$ cat src/design/smx_pkg.sv
// ----------------------------------------------------------------------------
// smx_pkg
// Shared widths, operation and register codes, and the mix hand-off type
// for the one-shot sample voice mixer.
// ----------------------------------------------------------------------------
package smx_pkg;

	// payload widths
	localparam int SAMPLE_W  = 16;
	localparam int POS_W     = 13;
	localparam int PERIOD_W  = 17;
	localparam int LEVEL_W   = 16;
	localparam int COUNT_W   = 3;
	localparam int SUM_W     = 18;
	localparam int OP_W      = 2;
	localparam int VOICE_W   = 2;
	localparam int ADDR_W    = 12;
	localparam int CFG_IDX_W = 3;

	// operation codes
	localparam logic [OP_W-1:0] OP_TICK    = 2'd0;
	localparam logic [OP_W-1:0] OP_TRIGGER = 2'd1;
	localparam logic [OP_W-1:0] OP_LOAD    = 2'd2;

	// register indexes: period, then one length per voice
	localparam int REG_PWM_PERIOD = 0;
	localparam int REG_LENGTH0    = 1;

	localparam logic [PERIOD_W-1:0] PERIOD_RESET = 17'd2834;

	// ceil(2^17 / 3), exact floor division by three below 2^17
	localparam logic [16:0] RECIP3 = 17'd43691;

	// mix saturation bounds
	localparam logic signed [SUM_W-1:0] MIX_MAX = 18'sd32767;
	localparam logic signed [SUM_W-1:0] MIX_MIN = -18'sd32768;

	// accumulated sum of one tick and number of contributing voices
	typedef struct packed {
		logic signed [SUM_W-1:0] sum;
		logic [COUNT_W-1:0]      count;
	} mix_t;

endpackage

$ cat src/design/smx_level.sv
// ----------------------------------------------------------------------------
// smx_level
// Mix to PWM level: divide by voice count, saturate, offset, scale by the
// period and clamp; holds the result in an output register.
// ----------------------------------------------------------------------------
module smx_level (
	input  logic                              clk,
	input  logic                              arst_n,
	input  logic                              mix_valid,
	input  smx_pkg::mix_t                     mix,
	input  logic [smx_pkg::PERIOD_W-1:0]      period,
	output logic                              busy,
	output logic                              out_valid,
	input  logic                              out_ready,
	output logic [smx_pkg::LEVEL_W-1:0]       level,
	output logic [smx_pkg::COUNT_W-1:0]       voices_mixed
);
	import smx_pkg::*;

	localparam int PROD3_W = SUM_W + 17;
	localparam int PROD_W  = LEVEL_W + PERIOD_W;

	logic valid_s1, valid_s2, valid_s3, valid_s4;
	logic out_valid_q;

	logic                    neg_s1, neg_s2;
	logic [SUM_W-1:0]        mag_s1;
	logic [SUM_W-1:0]        quot_s2;
	logic [LEVEL_W-1:0]      u_s3;
	logic [PROD_W-1:0]       prod_s4;
	logic [COUNT_W-1:0]      cnt_s1, cnt_s2, cnt_s3, cnt_s4;
	logic [LEVEL_W-1:0]      level_q;
	logic [COUNT_W-1:0]      count_q;

	logic [PROD3_W-1:0]      prod3;
	logic [SUM_W-1:0]        quot;
	logic signed [SUM_W-1:0] sval;
	logic signed [SUM_W-1:0] clamped;
	logic [PERIOD_W-1:0]     lvl_raw;
	logic [PERIOD_W-1:0]     lvl_clip;
	logic [LEVEL_W-1:0]      lvl;
	logic                    load_out;

	// stage control; stage 4 waits for a free output register
	assign load_out = valid_s4 && (!out_valid_q || out_ready);

	always_ff @(posedge clk or negedge arst_n) begin
		if (!arst_n) begin
			valid_s1    <= 1'b0;
			valid_s2    <= 1'b0;
			valid_s3    <= 1'b0;
			valid_s4    <= 1'b0;
			out_valid_q <= 1'b0;
		end else begin
			valid_s1 <= mix_valid;
			valid_s2 <= valid_s1;
			valid_s3 <= valid_s2;
			if (valid_s3) begin
				valid_s4 <= 1'b1;
			end else if (load_out) begin
				valid_s4 <= 1'b0;
			end
			if (load_out) begin
				out_valid_q <= 1'b1;
			end else if (out_ready) begin
				out_valid_q <= 1'b0;
			end
		end
	end

	// divide by count: shifts for two and four, reciprocal for three
	always_comb begin
		prod3 = PROD3_W'(mag_s1) * PROD3_W'(RECIP3);
		case (cnt_s1)
			3'd2:    quot = mag_s1 >> 1;
			3'd3:    quot = prod3[PROD3_W-1 -: SUM_W];
			3'd4:    quot = mag_s1 >> 2;
			default: quot = mag_s1;
		endcase
	end

	// restore sign and saturate to 16 bits
	always_comb begin
		sval = neg_s2 ? -$signed(quot_s2) : $signed(quot_s2);
		if (sval > MIX_MAX) begin
			clamped = MIX_MAX;
		end else if (sval < MIX_MIN) begin
			clamped = MIX_MIN;
		end else begin
			clamped = sval;
		end
	end

	// scaled level, clamped below the period and to 16 bits
	always_comb begin
		lvl_raw = prod_s4[PROD_W-1 -: PERIOD_W];
		if (period == '0) begin
			lvl_clip = '0;
		end else if (lvl_raw >= period) begin
			lvl_clip = period - 1'b1;
		end else begin
			lvl_clip = lvl_raw;
		end
		if (lvl_clip > PERIOD_W'({LEVEL_W{1'b1}})) begin
			lvl = {LEVEL_W{1'b1}};
		end else begin
			lvl = lvl_clip[LEVEL_W-1:0];
		end
	end

	// datapath registers
	always_ff @(posedge clk) begin
		if (mix_valid) begin
			neg_s1 <= mix.sum[SUM_W-1];
			mag_s1 <= mix.sum[SUM_W-1] ? SUM_W'(-mix.sum) : SUM_W'(mix.sum);
			cnt_s1 <= mix.count;
		end
		if (valid_s1) begin
			neg_s2  <= neg_s1;
			quot_s2 <= quot;
			cnt_s2  <= cnt_s1;
		end
		if (valid_s2) begin
			u_s3   <= {~clamped[LEVEL_W-1], clamped[LEVEL_W-2:0]};
			cnt_s3 <= cnt_s2;
		end
		if (valid_s3) begin
			prod_s4 <= PROD_W'(u_s3) * PROD_W'(period);
			cnt_s4  <= cnt_s3;
		end
		if (load_out) begin
			level_q <= lvl;
			count_q <= cnt_s4;
		end
	end

	assign busy         = valid_s1 | valid_s2 | valid_s3 | valid_s4;
	assign out_valid    = out_valid_q;
	assign level        = level_q;
	assign voices_mixed = count_q;

endmodule
$ cat config.mk
export PLATFORM = sky130hd
export DESIGN_NAME = smx_level
export DESIGN_NICKNAME = d
export VERILOG_FILES = /design/src/design/smx_pkg.sv /design/src/design/smx_level.sv
export SDC_FILE = /design/constraint.sdc
export NUM_CORES = 1
export LEC_CHECK = 0
export BUFFER_PORTS_ARGS = -buffer_cell sky130_fd_sc_hd__buf_2
export CAP_MARGIN = 20
export CELL_PAD_IN_SITES_DETAIL_PLACEMENT = 2
export CELL_PAD_IN_SITES_GLOBAL_PLACEMENT = 2
export CORE_AREA = 3 3 320 164
export DETAILED_ROUTE_END_ITERATION = 16
export DIE_AREA = 0 0 323 167
export GPL_ROUTABILITY_DRIVEN = 0
export HOLD_SLACK_MARGIN = 0.05
export PLACE_DENSITY_LB_ADDON = 0.2
export SLEW_MARGIN = 20
export SYNTH_ARGS = -nofsm -noshare
export SYNTH_HDL_FRONTEND = slang
export SYNTH_SLANG_ARGS = --single-unit
$ cat constraint.sdc
create_clock -name clk -period 5.9 [get_ports clk]
set_clock_uncertainty 0.1 [all_clocks]
set_input_delay 1.18 -clock clk [delete_from_list [all_inputs] [get_ports clk]]
set_output_delay 1.18 -clock clk [all_outputs]
set_load 0.01 [all_outputs]
=== Word level (Yosys, flattened, before mapping) ===
Cells that the tools add are included.

* Output and inout bits: 21
* Register bits after elaboration: 123
* Logic and storage cells: 52

* Add/sub/neg operators: 3
* Order comparisons: 4
* Multipliers: 2
* Equality and inequality tests: 3
* Reductions and logical operators: 6
* Bitwise logic cells: 4
* Mux-type cells: 11

{| class="wikitable"
|+ Operators with widths
! kind !! count
|-
| 18-bit one-hot mux with 3 select lines || 1
|-
| 17-bit 2-to-1 mux || 3
|-
| 18-bit negation || 2
|-
| 18-bit by 16-bit multiplier with 34-bit output, second input constant || 1
|-
| 16-bit by 17-bit multiplier with 33-bit output || 1
|-
| 16-bit 2-to-1 mux || 2
|-
| 18-bit by 16-bit > comparator with 1-bit output, second input constant || 1
|-
| 18-bit by 16-bit less-than comparator with 1-bit output, second input constant || 1
|-
| 18-bit 2-to-1 mux || 1
|-
| 17-bit greater-or-equal comparator || 1
|-
| 17-bit by 16-bit > comparator with 1-bit output, second input constant || 1
|-
| 17-bit zero test || 1
|-
| 17-bit by 1-bit subtractor with 17-bit output, second input constant || 1
|-
| 3-bit by 2-bit == test with 1-bit output, second input constant || 2
|-
| 1-bit 2-to-1 mux || 4
|-
| 2-bit nonzero test || 2
|-
| 3-bit == test, second input constant || 1
|-
| 1-bit OR || 3
|-
| 1-bit logical AND || 1
|-
| 1-bit zero test || 1
|-
| 1-bit logical OR || 1
|-
| 1-bit inverter || 1
|}

=== Logic depth before layout (Yosys ltp) ===
* Depth after elaboration: 6
* Gate-level depth with buffers: 25
* Depth with buffers taken out: 23

=== Least setup slack after synthesis ===
OpenSTA, ideal clock, no wires.

* Kind: input port to flip-flop
* From: input period[12] (netlist name)
* To: register prod_s4[32] (data pin)
* Buffers on the path: 2
* Arrival: 7,037 ps
* Setup slack: -1,497 ps
* Required time: 5,540 ps
* Cell stages on the path: 23
* Cells stage by stage: clkbuf_1 buf_1 nand2_1 fa_1 inv_1 fa_1 inv_1 fa_1 inv_1 fa_1 fa_1 inv_1 fa_1 inv_1 ha_1 a21o_1 a211oi_1 a311oi_1 o2111ai_1 nand4b_1 or3_1 a31oi_1 xnor2_1

* Longest elaborated chain between the ends: 1

{| class="wikitable"
|+ RTL lines
! what !! line !! text
|-
| start, declared || smx_level.sv:11 || <nowiki>input logic [smx_pkg::PERIOD_W-1:0] period,</nowiki>
|-
| 16-bit by 17-bit multiplier with 33-bit output || smx_level.sv:128 || <nowiki>prod_s4 <= PROD_W'(u_s3) * PROD_W'(period);</nowiki>
|-
| end signal, assigned || smx_level.sv:128 ||
|-
| end, declared || smx_level.sv:30 || <nowiki>logic [PROD_W-1:0] prod_s4;</nowiki>
|}

No other way between the ends.
A chain may end at the register's enable or synchronous reset.

=== Final worst setup path ===
* From: input period[6] (netlist name)
* To: register prod_s4[32] (data pin)

The elaborated chain is that of the path after synthesis.

==> key figures <==
Run status
  – Outcome: finished, violations left
  – Failing checks: negative setup slack

Final layout
  – FF/Latch Area: 0.00319 mm^2
  – Final Instance Area: 0.0228 mm^2
  – Layout cells sized above 1: 21.3%
  – Area grow syn2layout: 20.5%
  – Final core occ: 45.7%
  – Fin nets: 2791
  – Fillers: 5304
  – Antenna diodes: 0
  – Multi-input logic area: 0.0144 mm^2

Drt
  – Final antenna-violating net count: 0
  – DR vias/cell: 5.04
  – 1st-pass router iterations: 5
  – Routed WL: 60.0 mm
  – Drt wl/cell: 21.0 um
  – Via count: 14400
  – 1st-iter DRT viols: 499
  – Residual DRC: 0

Worst setup path
  – Crit-path max FO: 6
  – CP max-delay cell: fa_1
  – Worst Path Required: 5.94 ns
  – CP Class: input pin to flip-flop
  – Type of origin of the critical path: input pin
  – WP buf/inv: 7
  – CP top delay family: adder cells
  – Cell Chain, Critical Path: buf_8 -> buf_6 -> and2_4 -> fa_1 -> inv_1 -> fa_1 -> inv_1 -> fa_1 -> fa_1 -> fa_1 -> inv_1 -> fa_1 -> inv_2 -> ha_4 -> a21o_1 -> a211oi_2 -> a311oi_2 -> buf_4 -> o2111ai_4 -> nand4b_1 -> or3_4 -> a31oi_4 -> xnor2_1
  – Arrival time worst endpoint: 6.85 ns
  – Crit path largest cell delay: 0.54 ns
  – Reg-to-Reg Start: u_s3[8]$_SDFFCE_PP1P_
  – Reg-to-reg setup timing slack: -0.60 ns
  – R2r endpoint: prod_s4[28]$_DFFE_PP_
  – Most used cell, CP: fa_1
  – Worst Reg-to-Reg Cells: 23
  – Endpoint class of the critical path: flip-flop

Synth
  – Synth Area in Compound Gates: 7.77%
  – FF+latch count, synth: 107
  – Xor/xnor share of the synthesized area: 3.61%
  – Synth area leaders: fa_1 (32%), ha_1 (17%), edfxtp_1 (16%), inv_1 (9.4%), and2_1 (4.1%)
  – Largest family of logic cells by synthesized area: adder cells
  – Cell variety after synth: 67
  – Syn nets: 2558
  – Top FF cell, synth: edfxtp_1
  – Mapped Cells: 1958
  – Mean Syn Cell Area: 9.67 um^2
  – Adder-Cell Fraction of Synth Area: 48.8%
  – Asr flop ratio synth: 4.67%
  – Synth Cell Area: 0.0189 mm^2
  – YS warnings: 0
  – Sequential share of the synthesized area: 16.8%
  – Post-synth EDFFs: 102
  – Synth top area share: 31.8%
  – Post-Synth Simple-Gate Area: 12.0%
  – Post-synth top area cell: fa_1
  – Mux contribution to synthesized area: 0.106%

Clock tree
  – Hold Buf Count CTS: 0
  – H-tree depth: 3
  – Maximum root-to-sink buffer count: 2
  – CTS tree: built
  – Clk_lat worst skew: 0.39 ns
  – Clock transition at the registers of the reported paths: 0.08 ns
  – CTS root buffer: clkbuf_16
  – CTS Sinks: 107
  – CTS buffer count: 9

Floorplanning
  – Starting Density: 37.9%
  – Die height: 167 um
  – FP Rows: 58
  – Die Width: 323 um
  – Boundary Pins: 63
  – Die ar.: 0.0539 mm^2
  – Core box area: 0.0499 mm^2

STA
  – Period minus WS final: 6.82 ns
  – Worst-Margin Slew: 1.02 ns
  – RSZ-0062 raised after global routing: yes
  – WHS: 0.321 ns
  – Slew Viols, Final: 0
  – Final period utilization: 116%
  – Final hold violations: 0
  – Setup violations, final: 21
  – Slew headroom: 32.3%
  – Setup_tns: -10.53 ns
  – Fmax: 0.147 GHz
  – Final Worst Setup Slack: -0.917 ns

Worst hold path
  – Worst hold path startpoint: cnt_s4[0]$_DFFE_PP_
  – Worst Hold Class: flip-flop to flip-flop
  – Hold depth: 0
  – Hold worst-path end: voices_mixed[0]$_DFFE_PP_

Placement
  – HPWL after detailed placement: 49.6 mm
  – Placed Instance Area: 0.0215 mm^2
  – Port Buffers: 62

GRT
  – Vias in the first global route: 17100
  – Global-route wire length before repair: 94.0 mm
  – Initial antenna violation count: 1
  – Global route overflow: 0
  – GR Util All Layers: 22.5%
  – Pin count of the biggest net entering global routing: 25

Flow run
  – Max-cap violations: 0
==> area by class of cell <==
class	count	share of cell area, %
Sequential cell	107	14.0
Clock buffer	10	1.05
Clock inverter	6	0.296
Inverter	475	7.81
Multi-Input combinational cell	1310	63.2
Tap cell	660	3.62
Timing Repair Buffer	288	10.1
==> worst max-delay path by stage <==
stage | to | cells after the start | slack [ns] | start
floorplan | prod_s4[32]$_DFFE_PP_ | 22 | -0.87 | period[16]
global route | prod_s4[32]$_DFFE_PP_ | 23 | -1.09 | period[6]
CTS | prod_s4[32]$_DFFE_PP_ | 23 | -0.84 | period[8]
finish | prod_s4[32]$_DFFE_PP_ | 23 | -0.92 | period[6]
detailed placement | prod_s4[32]$_DFFE_PP_ | 22 | -1.54 | period[7]
global placement | prod_s4[32]$_DFFE_PP_ | 22 | -1.31 | period[6]
==> flip-flops by register name (all words and copies together) (netlist names) <==
register,flops
mag_s1,18
quot_s2,18
prod_s4,17
level,16
u_s3,16
cnt_s1,3
cnt_s2,3
cnt_s3,3
cnt_s4,3
voices_mixed,3
neg_s1,1
neg_s2,1
out_valid,1
valid_s1,1
valid_s2,1
valid_s3,1
valid_s4,1
==> cell usage after synthesis, types with 27 or more instances <==
cell      count
inv_1       475
clkbuf_1     59
edfxtp_1    102
fa_1        301
nand2_1     199
xor2_1       34
xnor2_1      44
ha_1        257
o21ai_0      36
a21oi_1      49
and2_1      125
nor2_1       27
==> worst reg2reg max path, delay by kind of cell (launching register included) <==
kind / cells / cell delay, ns
AND/OR/NAND/NOR: 4 / 0.75
buffers and inverters: 6 / 0.69
XOR/XNOR: 1 / 0.09
flip-flops: 1 / 0.53
adder cells (fa/ha/maj): 7 / 3.25
AO/OA/AOI/OAI: 5 / 0.83
==> per-stage QoR <==
step	instances	setup WS, ns
after floorplan	1958	-0.874
after global placement	2804	-1.31
after detailed placement	2804	-1.54
after global routing	2856	-1.09
final	2856	-0.917
after CTS	2838	-0.844
==> cells in the final DEF (no fill, tap or decap), types with 17 or more instances in the layout <==
cell type and instances:
edfxtp_1 102, buf_4 205, xor2_1 32, ha_4 22
and2_1 113, nor2_1 23, nand2_1 188, xnor2_1 43
nand3_1 21, buf_2 47, o21ai_0 28, buf_6 20
ha_1 233, inv_1 453, a21oi_1 37, a21o_1 18
inv_2 22, fa_1 284, fa_2 17
==> cells by family after synthesis <==
family | Yosys count
xor+xnor | 78
flops | 107
simple gates | 456
buf+inv | 541
mux | 2
compound gates | 216
fa+ha+maj | 558
==> layer usage <==
| layer | global-route usage [%] | vias up | wire [um] |
|---|---|---|---|
| met5 | 0 | - | 0 |
| met4 | 4.99 | 0 | 1380 |
| met3 | 2.40 | 74 | 1190 |
| met2 | 43.0 | 164 | 32300 |
| met1 | 27.2 | 7535 | 25100 |
| li1 | - | 6631 | - |
==> what timing repair did <==
action	in CTS	in global routing
cloned	0	0
setup endpoints to repair	29	31
gates resized for setup	108	74
pin swaps	69	57
setup buffers	18	18
Power is left out: the tool's default activity adds up to more than one toggle a clock period on the data nets, which glitch-free logic cannot reach.
