File: src/design/smx_pkg.sv
// ----------------------------------------------------------------------------
// smx_pkg
// Shared widths, operation and register codes, and the mix hand-off type
// for the one-shot sample voice mixer.
// ----------------------------------------------------------------------------
package smx_pkg;

	// payload widths
	localparam int SAMPLE_W  = 16;
	localparam int POS_W     = 13;
	localparam int PERIOD_W  = 17;
	localparam int LEVEL_W   = 16;
	localparam int COUNT_W   = 3;
	localparam int SUM_W     = 18;
	localparam int OP_W      = 2;
	localparam int VOICE_W   = 2;
	localparam int ADDR_W    = 12;
	localparam int CFG_IDX_W = 3;

	// operation codes
	localparam logic [OP_W-1:0] OP_TICK    = 2'd0;
	localparam logic [OP_W-1:0] OP_TRIGGER = 2'd1;
	localparam logic [OP_W-1:0] OP_LOAD    = 2'd2;

	// register indexes: period, then one length per voice
	localparam int REG_PWM_PERIOD = 0;
	localparam int REG_LENGTH0    = 1;

	localparam logic [PERIOD_W-1:0] PERIOD_RESET = 17'd2834;

	// ceil(2^17 / 3), exact floor division by three below 2^17
	localparam logic [16:0] RECIP3 = 17'd43691;

	// mix saturation bounds
	localparam logic signed [SUM_W-1:0] MIX_MAX = 18'sd32767;
	localparam logic signed [SUM_W-1:0] MIX_MIN = -18'sd32768;

	// accumulated sum of one tick and number of contributing voices
	typedef struct packed {
		logic signed [SUM_W-1:0] sum;
		logic [COUNT_W-1:0]      count;
	} mix_t;

endpackage

File: src/design/smx_voice.sv
// ----------------------------------------------------------------------------
// smx_voice
// Voice state and tick scan: walks the voices one per cycle, reads the next
// sample of each playing voice and accumulates the sum and voice count.
// ----------------------------------------------------------------------------
module smx_voice #(
	parameter int VOICE_COUNT = 4,
	parameter int CLIP_DEPTH  = 4096,
	parameter int MEM_AW      = 14,
	parameter int VIDX_W      = 2
) (
	input  logic                               clk,
	input  logic                               arst_n,
	input  logic                               tick_start,
	input  logic                               trig,
	input  logic [VIDX_W-1:0]                  trig_voice,
	input  logic [smx_pkg::POS_W-1:0]          length [VOICE_COUNT],
	output logic                               rd_en,
	output logic [MEM_AW-1:0]                  rd_addr,
	input  logic signed [smx_pkg::SAMPLE_W-1:0] rd_data,
	output logic                               busy,
	output logic                               mix_valid,
	output smx_pkg::mix_t                      mix
);
	import smx_pkg::*;

	logic [VOICE_COUNT-1:0] active_q;
	logic [POS_W-1:0]       pos_q [VOICE_COUNT];
	logic                   scan_q;
	logic [VIDX_W-1:0]      vidx_q;
	logic                   take_s1;
	logic                   last_s1;
	logic                   done_q;
	logic signed [SUM_W-1:0] acc_q;
	logic [COUNT_W-1:0]     cnt_q;

	logic [POS_W-1:0] len_eff;
	logic [POS_W-1:0] pos_cur;
	logic [POS_W-1:0] pos_next;
	logic             take;
	logic             last_voice;

	// current voice: clip length limited to the clip depth
	always_comb begin
		if (32'(length[vidx_q]) > 32'(CLIP_DEPTH)) begin
			len_eff = POS_W'(CLIP_DEPTH);
		end else begin
			len_eff = length[vidx_q];
		end
		pos_cur    = pos_q[vidx_q];
		pos_next   = pos_cur + 1'b1;
		take       = scan_q && active_q[vidx_q] && (pos_cur < len_eff);
		last_voice = (vidx_q == VIDX_W'(VOICE_COUNT - 1));
	end

	// sample read for a playing voice
	assign rd_en   = take;
	assign rd_addr = MEM_AW'(vidx_q) * MEM_AW'(CLIP_DEPTH) + MEM_AW'(pos_cur);

	// voice state and scan control
	always_ff @(posedge clk or negedge arst_n) begin
		if (!arst_n) begin
			active_q <= '0;
			for (int v = 0; v < VOICE_COUNT; v++) begin
				pos_q[v] <= '0;
			end
			scan_q  <= 1'b0;
			vidx_q  <= '0;
			take_s1 <= 1'b0;
			last_s1 <= 1'b0;
			done_q  <= 1'b0;
		end else begin
			if (trig) begin
				pos_q[trig_voice]    <= '0;
				active_q[trig_voice] <= 1'b1;
			end
			if (tick_start) begin
				scan_q <= 1'b1;
				vidx_q <= '0;
			end else if (scan_q) begin
				if (last_voice) begin
					scan_q <= 1'b0;
				end
				vidx_q <= vidx_q + 1'b1;
			end
			if (take) begin
				pos_q[vidx_q] <= pos_next;
				if (pos_next >= len_eff) begin
					active_q[vidx_q] <= 1'b0;
				end
			end
			take_s1 <= take;
			last_s1 <= scan_q && last_voice;
			done_q  <= last_s1;
		end
	end

	// accumulate returning samples
	always_ff @(posedge clk) begin
		if (tick_start) begin
			acc_q <= '0;
			cnt_q <= '0;
		end else if (take_s1) begin
			acc_q <= acc_q + SUM_W'(rd_data);
			cnt_q <= cnt_q + 1'b1;
		end
	end

	assign mix.sum   = acc_q;
	assign mix.count = cnt_q;
	assign mix_valid = done_q;
	assign busy      = scan_q | take_s1 | last_s1 | done_q;

endmodule

File: config.mk
export PLATFORM = sky130hd
export DESIGN_NAME = smx_voice
export DESIGN_NICKNAME = d
export VERILOG_FILES = /design/src/design/smx_pkg.sv /design/src/design/smx_voice.sv
export SDC_FILE = /design/constraint.sdc
export NUM_CORES = 1
export LEC_CHECK = 0
export BUFFER_PORTS_ARGS = -buffer_cell sky130_fd_sc_hd__buf_2
export CAP_MARGIN = 0
export CORE_MARGIN = 2
export CORE_UTILIZATION = 30
export DETAILED_ROUTE_END_ITERATION = 16
export GPL_ROUTABILITY_DRIVEN = 0
export MAX_ROUTING_LAYER = met4
export PLACE_DENSITY = 0.57
export SETUP_SLACK_MARGIN = 0.05
export SLEW_MARGIN = 20
export SYNTH_ARGS = -nofsm -noshare
export SYNTH_HDL_FRONTEND = slang
export SYNTH_SLANG_ARGS = --single-unit
File: constraint.sdc
create_clock -name clk -period 5.4 [get_ports clk]
set_input_delay 0.81 -clock clk [delete_from_list [all_inputs] [get_ports clk]]
set_output_delay 0.81 -clock clk [all_outputs]
set_load 0.03 [all_outputs]
Word level (Yosys, flattened, before mapping). Index checks and enable logic that the tools add are counted. Widths: inputs -> output; s select.

Bitwise logic cells: 10. Add/sub/neg operators: 5. Multiplexer cells: 28. Magnitude comparators: 11. Reductions and logical operators: 8. Equality and inequality tests: 1.

Operators by type and width (count): $mux 52 (2); $mux 13 (7); $and 52x52->52 (1); $bmux 13 s2 (2); $bwmux 52 (1); $demux 13 s2 (2); $not 52->52 (1); $add 18x16->18 (1); $add 14x13->14 (1); $add 13x1->13 const B (1); $ge 13x13->1 (1); $gt 13x13->1 const B (1); $lt 13x13->1 (1); $mux 4 (3); $logic_and 1x1->1 (7); $ge 3x3->1 const B (2); $lt 2x3->1 const B (2); $lt 3x1->1 const B (2); $mux 1 (6); $not 2->3 (2); $and 4x4->4 (1); $demux 1 s2 (2); $ge 2x1->1 const B (2); $mux 2 (2); other kinds (8) (10).

Register bits: 83. Bits of input ports: 74. Logic and storage cells: 75. Output and inout port bits: 38.

Logic depth before layout (Yosys ltp). Gate-level depths: netlist of run 1.

Word-level depth: 10. Mapped depth: 15. Mapped depth without buffers: 13.

Worst setup path before layout of run 1. OpenSTA, ideal clock, no wires.

Kind: reg-to-output. Start point: register vidx_q[0]. End point: output port rd_en. Data arrival time: 3.529 ns. Buffers on the path: 3. Cell stages (with the launch flop): 13. Data required time: 4.590 ns. Setup slack: 1.061 ns. Path through: dfrtp_1 buf_6 buf_4 mux2_2 o21ai_0 clkbuf_1 nand2_1 ha_1 a21o_1 a21o_1 a2111oi_2 a21oi_2 nor2_1.

Cells in the longest elaborated chain, start to end: 8. Elaborated cells on any way between the ends: 14. Classes of those cells: order compare (2); mux (9); bitwise (1); reduce/logical (2).

Ends and longest elaborated chain: start, declared (line smx_voice.sv:30) `logic [VIDX_W-1:0] vidx_q;`; start signal, assigned (line smx_voice.sv:84) `vidx_q <= vidx_q + 1'b1;`; $not 2->3 (not written as such) (line smx_voice.sv:45, smx_voice.sv:48, smx_voice.sv:50); $bmux 13 s2 (line smx_voice.sv:45, smx_voice.sv:48); $mux 13 (not written as such) (2 in a row) (line smx_voice.sv:45, smx_voice.sv:48); $gt 13x13->1 (line smx_voice.sv:45) `if (32'(length[vidx_q]) > 32'(CLIP_DEPTH)) begin`; $mux 13 (line smx_voice.sv:45); $lt 13x13->1 (line smx_voice.sv:52) `take = scan_q && active_q[vidx_q] && (pos_cur < len_eff);`; $logic_and 1x1->1 * (line smx_voice.sv:52); end, declared (line smx_voice.sv:18) `output logic rd_en,`.

Every way passes the cells marked *; elsewhere a longest branch is shown, timed or not. The select of a mux whose other input is x is not followed.

Worst setup path in the final report of run 1.
Start point: register vidx_q[1]. End point: output port rd_en.

Same word-level chain as after synthesis.

==> results.toml, run 1 <==
[clock_tree]
clock_latency_ns = 0.34
clk_pin_slew_ns = 0.06
post-cts-setup-buffer-count = 0
cts_sinks = 83
cts_resized = 0
max-clock-path-buffers = 2
htree_levels = 3
cts_tree = "built"
hold_buffers = 0
cts_buffers = 9
clock_tree.root_cell = "clkbuf_16"

[timing]
min_period_over_period = 0.8445
slew_headroom = 0.3414
holdWs_ns = 0.3729
slew_violations = 0
tightest_slew_ns = 0.9878
rsz0062_at_grt = "false"
worst_clock_skew_ns = 0.005296
max_freq_ghz = 0.2193
finalSetupViolations = 0
min_period_ns = 4.560
finalHoldViolCount = 0
tns_ns = 0

[floorplan]
die-area_mm2 = 0.02064
die_w_um = 143.7
rows = 51
die-height_um = 143.7
start_util = 0.3027
core_area_mm2 = 0.01933
design.portCount = 112

[worst_setup_path]
critPathMaxStageDelay_ns = 0.96
arrival_ns = 3.75
path_cells = "buf_4 > mux4_2 > ha_1 > a21o_1 > a21o_1 > a2111oi_2 > a21oi_2 > nor2_1 > buf_2"
slowest_stage = "dfrtp_1"
cp_max_fo = 20
crit_path_start = "vidx_q[1]$_DFFE_PN0P_"
timing.rr.start = "vidx_q[0]$_DFFE_PN0P_"
cp-end-kind = "primary output"
required_ns = 4.59
startpoint_type = "flip-flop"
crit_type = "reg2out"
r2r_cells = 12
cpMostUsedCell = "a21o_1"

[finish]
final_nets = 800
multi_input_area_mm2 = 0.003632
fill_cells = 1922
drive_gt1_frac = 0.2636
area.sequential_mm2 = 0.001973
fin_util = 0.3604
area_delta_synth_final_pct = 19.07

[global_route]
grt_max_degree = 63
grt_overflow_total = 0
grt_usage = 0.1646
grt_pass1_wl_um = 25330
grt_pass1_vias = 4659
antenna_found_initial = 1

[synth]
synthCells = 571
synth_top_cell_by_area = "dfrtp_1"
synth_cell_types = 66
yosys_warnings = 0
syn_area_per_cell_um2 = 10.25
synthFlopType = "dfrtp_1"
yosys-top-cells-area = "dfrtp_1 27%, ha_1 11%, mux2i_1 10%"
syn-num-nets = 696
synth_compound_area_frac = 0.1092
synth-edff-count = 0
yosysMostFrequentCell = "nand2_1"
async_flop_share = 0.7470
synthMuxAreaShare = 0.2071
synth_top_area_share = 0.2651
yosys.area_share.adder = 0.1103
synth-seq-cells = 83
yosys.area_share.simple = 0.1612
synth_xor_area_frac = 0.03271
syn_area_mm2 = 0.005853
yosys-top-cells-count = "84 x nand2_1, 62 x dfrtp_1, 60 x mux2i_1, 50 x ha_1, 32 x nor2_1"
ys_seq_area_frac = 0.3369
synth_top_family_by_area = "multiplexers"

[job]
drv_cap = 0

[run_status]
outcome = "complete, no violations"

[route]
via_per_inst = 5.023
firstDrtPassIters = 5
vias = 4747
drtIter0Drc = 258
ant_nets = 0
wire_per_inst_um = 17.23
routed_wl_um = 16290
drc = 0

[placement]
io_buffers = 111
dpl.hpwl_um = 11940

[min_path]
min_delay_path_depth = 0
min-delay-start = "last_s1$_DFF_PN0_"
hp-class = "reg2reg"

[power]
leakage_nw = 3.276
ir_worst_vdd_mv = 0.1592
power_density_mw_per_mm2 = 428.8
critical path, delay by kind of cell (launching register included):
family                     cells  cell delay (ns)
buffers and inverters          2             0.60
and+or+nand+nor                1             0.17
muxes                          1             0.41
AOI/OAI and AO/OA              4             0.92
DFF                            1             0.96
adders and majority gates      1             0.34
power breakdown:
part,total [mW],internal [mW],switching (mW)
Combinational,1.46,0.588,0.869
Sequential,0.869,0.744,0.126
Clock,0.663,0.404,0.259
Total,2.99,1.74,1.25
sequential cells by signal, indices dropped and copies added, names as in the netlist:
signal     flops
pos_q         52
take_s1        1
scan_q         1
vidx_q         2
active_q       4
acc_q         18
mix_valid      1
cnt_q          3
last_s1        1
cell families (layout without fill, tap and decap cells):
group                    after synthesis  in the layout
AND/OR/NAND/NOR                      185            185
AO/OA/AOI/OAI                         90             90
multiplexers                          88             88
flip-flops                            83             83
buffers and inverters                 53            161
adder cells (fa/ha/maj)               51             51
XOR/XNOR                              21             21
other                                  0              1
cell type report:
cell class | instances | area share
Antenna cell | 1 | 0.0003591
Clock buffer | 11 | 0.03339
Clock inverter | 4 | 0.01095
Inverter | 26 | 0.01400
Multi-Input combinational cell | 435 | 0.5212
Sequential cell | 83 | 0.2831
Tap cell | 265 | 0.04758
Timing Repair Buffer | 120 | 0.08941
stage by stage:
| step | instance area [µm²] | cells | worst slack (ns) | power, mW |
|---|---|---|---|---|
| 2_1_floorplan | 5853 | 571 | 1.061 | 1.950 |
| 3_3_place_gp | 6658 | 929 | 1.192 | 2.334 |
| 3_5_place_dp | 6658 | 929 | 1.077 | 2.341 |
| 4_1_cts | 6967 | 944 | 0.8637 | 3.016 |
| 5_1_grt | 6969 | 945 | 0.6690 | 3.207 |
| 6_report | 6969 | 945 | 0.8397 | 2.989 |
worst paths after layout:
| check | to | slack [ns] |
|---|---|---|
| hold reg to reg | mix_valid$_DFF_PN0_ | 0.37 |
| setup reg to reg | active_q[0]$_DFF_PN0_ | 1.09 |
| max in group asynchronous | vidx_q[0]$_DFFE_PN0P_ | 4.17 |
| min in group asynchronous | pos_q[7]$_DFF_PN0_ | 0.64 |
| hold / removal | mix_valid$_DFF_PN0_ | 0.37 |
| setup / recovery | rd_en | 0.84 |
metal layers:
layer / GRT usage / vias up / wire length (µm)
met1: 0.2094 / 2306 / 7426
li1: - / 2295 / -
met2: 0.2717 / 136 / 7791
met5: - / - / 0
met3: 0.03266 / 10 / 881
met4: 0.03767 / 0 / 186
layout by cell type (no fill, tap or decap), types with 4 or more instances in the layout:
master | Yosys | routed
nand3_1 | 10 | 10
buf_4 | 2 | 9
dfrtp_1 | 62 | 61
xor2_1 | 12 | 12
mux4_2 | 26 | 26
buf_2 | 4 | 111
mux2i_1 | 60 | 60
nand2_1 | 84 | 84
inv_1 | 25 | 25
ha_1 | 50 | 50
a21o_1 | 10 | 10
and2_1 | 4 | 4
nand4_1 | 9 | 9
nor3b_4 | 4 | 4
dfxtp_1 | 21 | 21
o311ai_0 | 4 | 4
a211oi_1 | 8 | 8
clkbuf_16 | 0 | 9
o21ai_0 | 13 | 12
and3_1 | 6 | 6
xnor2_1 | 8 | 8
a21oi_1 | 25 | 25
nand3b_1 | 4 | 4
o211ai_1 | 5 | 5
nor3_1 | 7 | 7
nor2_1 | 32 | 32
nor2b_1 | 5 | 5
nand2b_1 | 4 | 4
Note: power is estimated with default switching activity, not from simulation.
==> inputs of run 2 (changes only) <==
clock period = 4.45 ns   (was 5.4 ns; I/O delays follow)
==> run 2 against run 1 <==
Compared with the run above: utilization rose by 0.47 points; largest cell class unchanged; critical path type unchanged; die area is the same; critical path depth is the same.
==> results.toml, run 2 (same netlist as run 1, synthesis figures left out) <==
[placement]
io_buffers = 111
dpl.hpwl_um = 11930

[clock_tree]
cts_tree = "built"
cts_sinks = 83
cts_buffers = 9
htree_levels = 3
clock_tree.root_cell = "clkbuf_16"
post-cts-setup-buffer-count = 0
clock_latency_ns = 0.35
clk_pin_slew_ns = 0.06
max-clock-path-buffers = 2

[worst_setup_path]
cp_max_fo = 17
arrival_ns = 3.52
crit_type = "reg2out"
path_cells = "buf_12 > mux4_2 > ha_1 > a21o_1 > a21o_1 > a2111oi_2 > a21oi_4 > nor2_1 > buf_2"
cp-end-kind = "primary output"
required_ns = 3.78
startpoint_type = "flip-flop"
cpMostUsedCell = "a21o_1"
critPathMaxStageDelay_ns = 0.63
slowest_stage = "dfrtp_4"

[run_status]
outcome = "complete, no violations"

[finish]
drive_gt1_frac = 0.2711
final_nets = 806
fill_cells = 1946
reg_top3 = "pos_q x52, acc_q x18, active_q x4"
layout_commonest_cell = "buf_2"
area_delta_synth_final_pct = 20.61
final_cell_mix = "110 x buf_2, 84 x nand2_1, 61 x dfrtp_1"
fin_util = 0.3651
top_register = "pos_q"
largest_reg_flops = 52

[global_route]
grt_pass1_wl_um = 25580
antenna_found_initial = 1
grt_usage = 0.1657
grt_max_degree = 44
grt_overflow_total = 0
grt_pass1_vias = 4834

[power]
leakage_nw = 3.322
pwr-share-comb = 0.492
power_density_mw_per_mm2 = 521.5
ir_worst_vdd_mv = 0.2023
p_int_mw = 2.158
p_clk_frac = 0.227
p_seq_frac = 0.282
p_sw_frac = 0.4138
switchingPower_mw = 1.524
power_mw = 3.682

[floorplan]
die-area_mm2 = 0.02064
die_w_um = 143.7
die-height_um = 143.7
rows = 51
core_area_mm2 = 0.01933
start_util = 0.3027
design.portCount = 112

[timing]
max_freq_ghz = 0.2388
min_period_over_period = 0.9410
holdWs_ns = 0.3214
rsz0062_at_grt = "false"
worst_clock_skew_ns = 0.005052
tns_ns = 0
slew_headroom = 0.3290
finalSetupViolations = 0
min_period_ns = 4.187
slew_violations = 0
finalHoldViolCount = 0
tightest_slew_ns = 1.006

[route]
drtIter0Drc = 270
firstDrtPassIters = 4
ant_nets = 0
drc = 0
via_per_inst = 4.976
vias = 4737
wire_per_inst_um = 17.12
routed_wl_um = 16300

[min_path]
hp-class = "in2async"

[job]
drv_cap = 0
run 2: stage by stage:
step / cell area, µm² / std cells / setup WS, ns
after floorplan: 5853 / 571 / 0.2530
after global placement: 6715 / 935 / 0.5538
after detailed placement: 6715 / 935 / 0.5244
after CTS: 7044 / 951 / 0.1307
after global routing: 7059 / 952 / 0.07093
final: 7059 / 952 / 0.2627
run 2: layout make-up:
class,count,area [µm²],share of cell area
diodes,1,2.502,0.0003545
clock buffers,13,260.3,0.03687
clock inverters,3,68.82,0.009748
inverters,26,97.59,0.01382
multi-input cells,435,3640,0.5156
flip-flops and latches,83,1976,0.2799
well taps,265,331.6,0.04697
repair buffers,126,683.2,0.09677
run 2: power by group through the flow:
stage               Clock [mW]  Sequential (mW)  Combinational [mW]
finish                   0.835             1.04                1.81
global route             0.890             1.06                1.99
global placement             0             1.05                1.79
floorplan                    0             1.14                1.23
detailed placement           0             1.05                1.81
CTS                      0.863             1.04                1.82
run 2: worst max-delay path, delay by kind of cell, from the launching register on:
family | cells | cell delay [ns]
compound gates | 4 | 0.95
flops | 1 | 0.63
mux | 1 | 0.58
buf+inv | 2 | 0.48
fa+ha+maj | 1 | 0.34
simple gates | 1 | 0.19
run 2: final timing paths:
check                                           start               endpoint  slack [ns]  cells after the start
worst max-delay path            vidx_q[0]$_DFFE_PN0P_                  rd_en        0.26                      9
worst min-delay path                           arst_n    pos_q[20]$_DFF_PN0_        0.32                      1
worst max register to register  vidx_q[0]$_DFFE_PN0P_  active_q[0]$_DFF_PN0_        0.62                     11
worst min register to register      last_s1$_DFF_PN0_    mix_valid$_DFF_PN0_        0.38                      0
max in group asynchronous                      arst_n    pos_q[13]$_DFF_PN0_        3.43                      2
min in group clk                    last_s1$_DFF_PN0_    mix_valid$_DFF_PN0_        0.38                      0
run 2: timing repair:
item	4_1_cts	5_1_grt
setup endpoints to repair	0	1
resized for setup	0	2
hold buffers	0	0
run 2: per-layer routing:
metal	track usage	share of wire	vias up
li1	-	-	2306
met1	0.2070	0.45	2289
met2	0.2664	0.47	120
met3	0.04032	0.056	22
met4	0.05057	0.023	0
met5	-	0	-
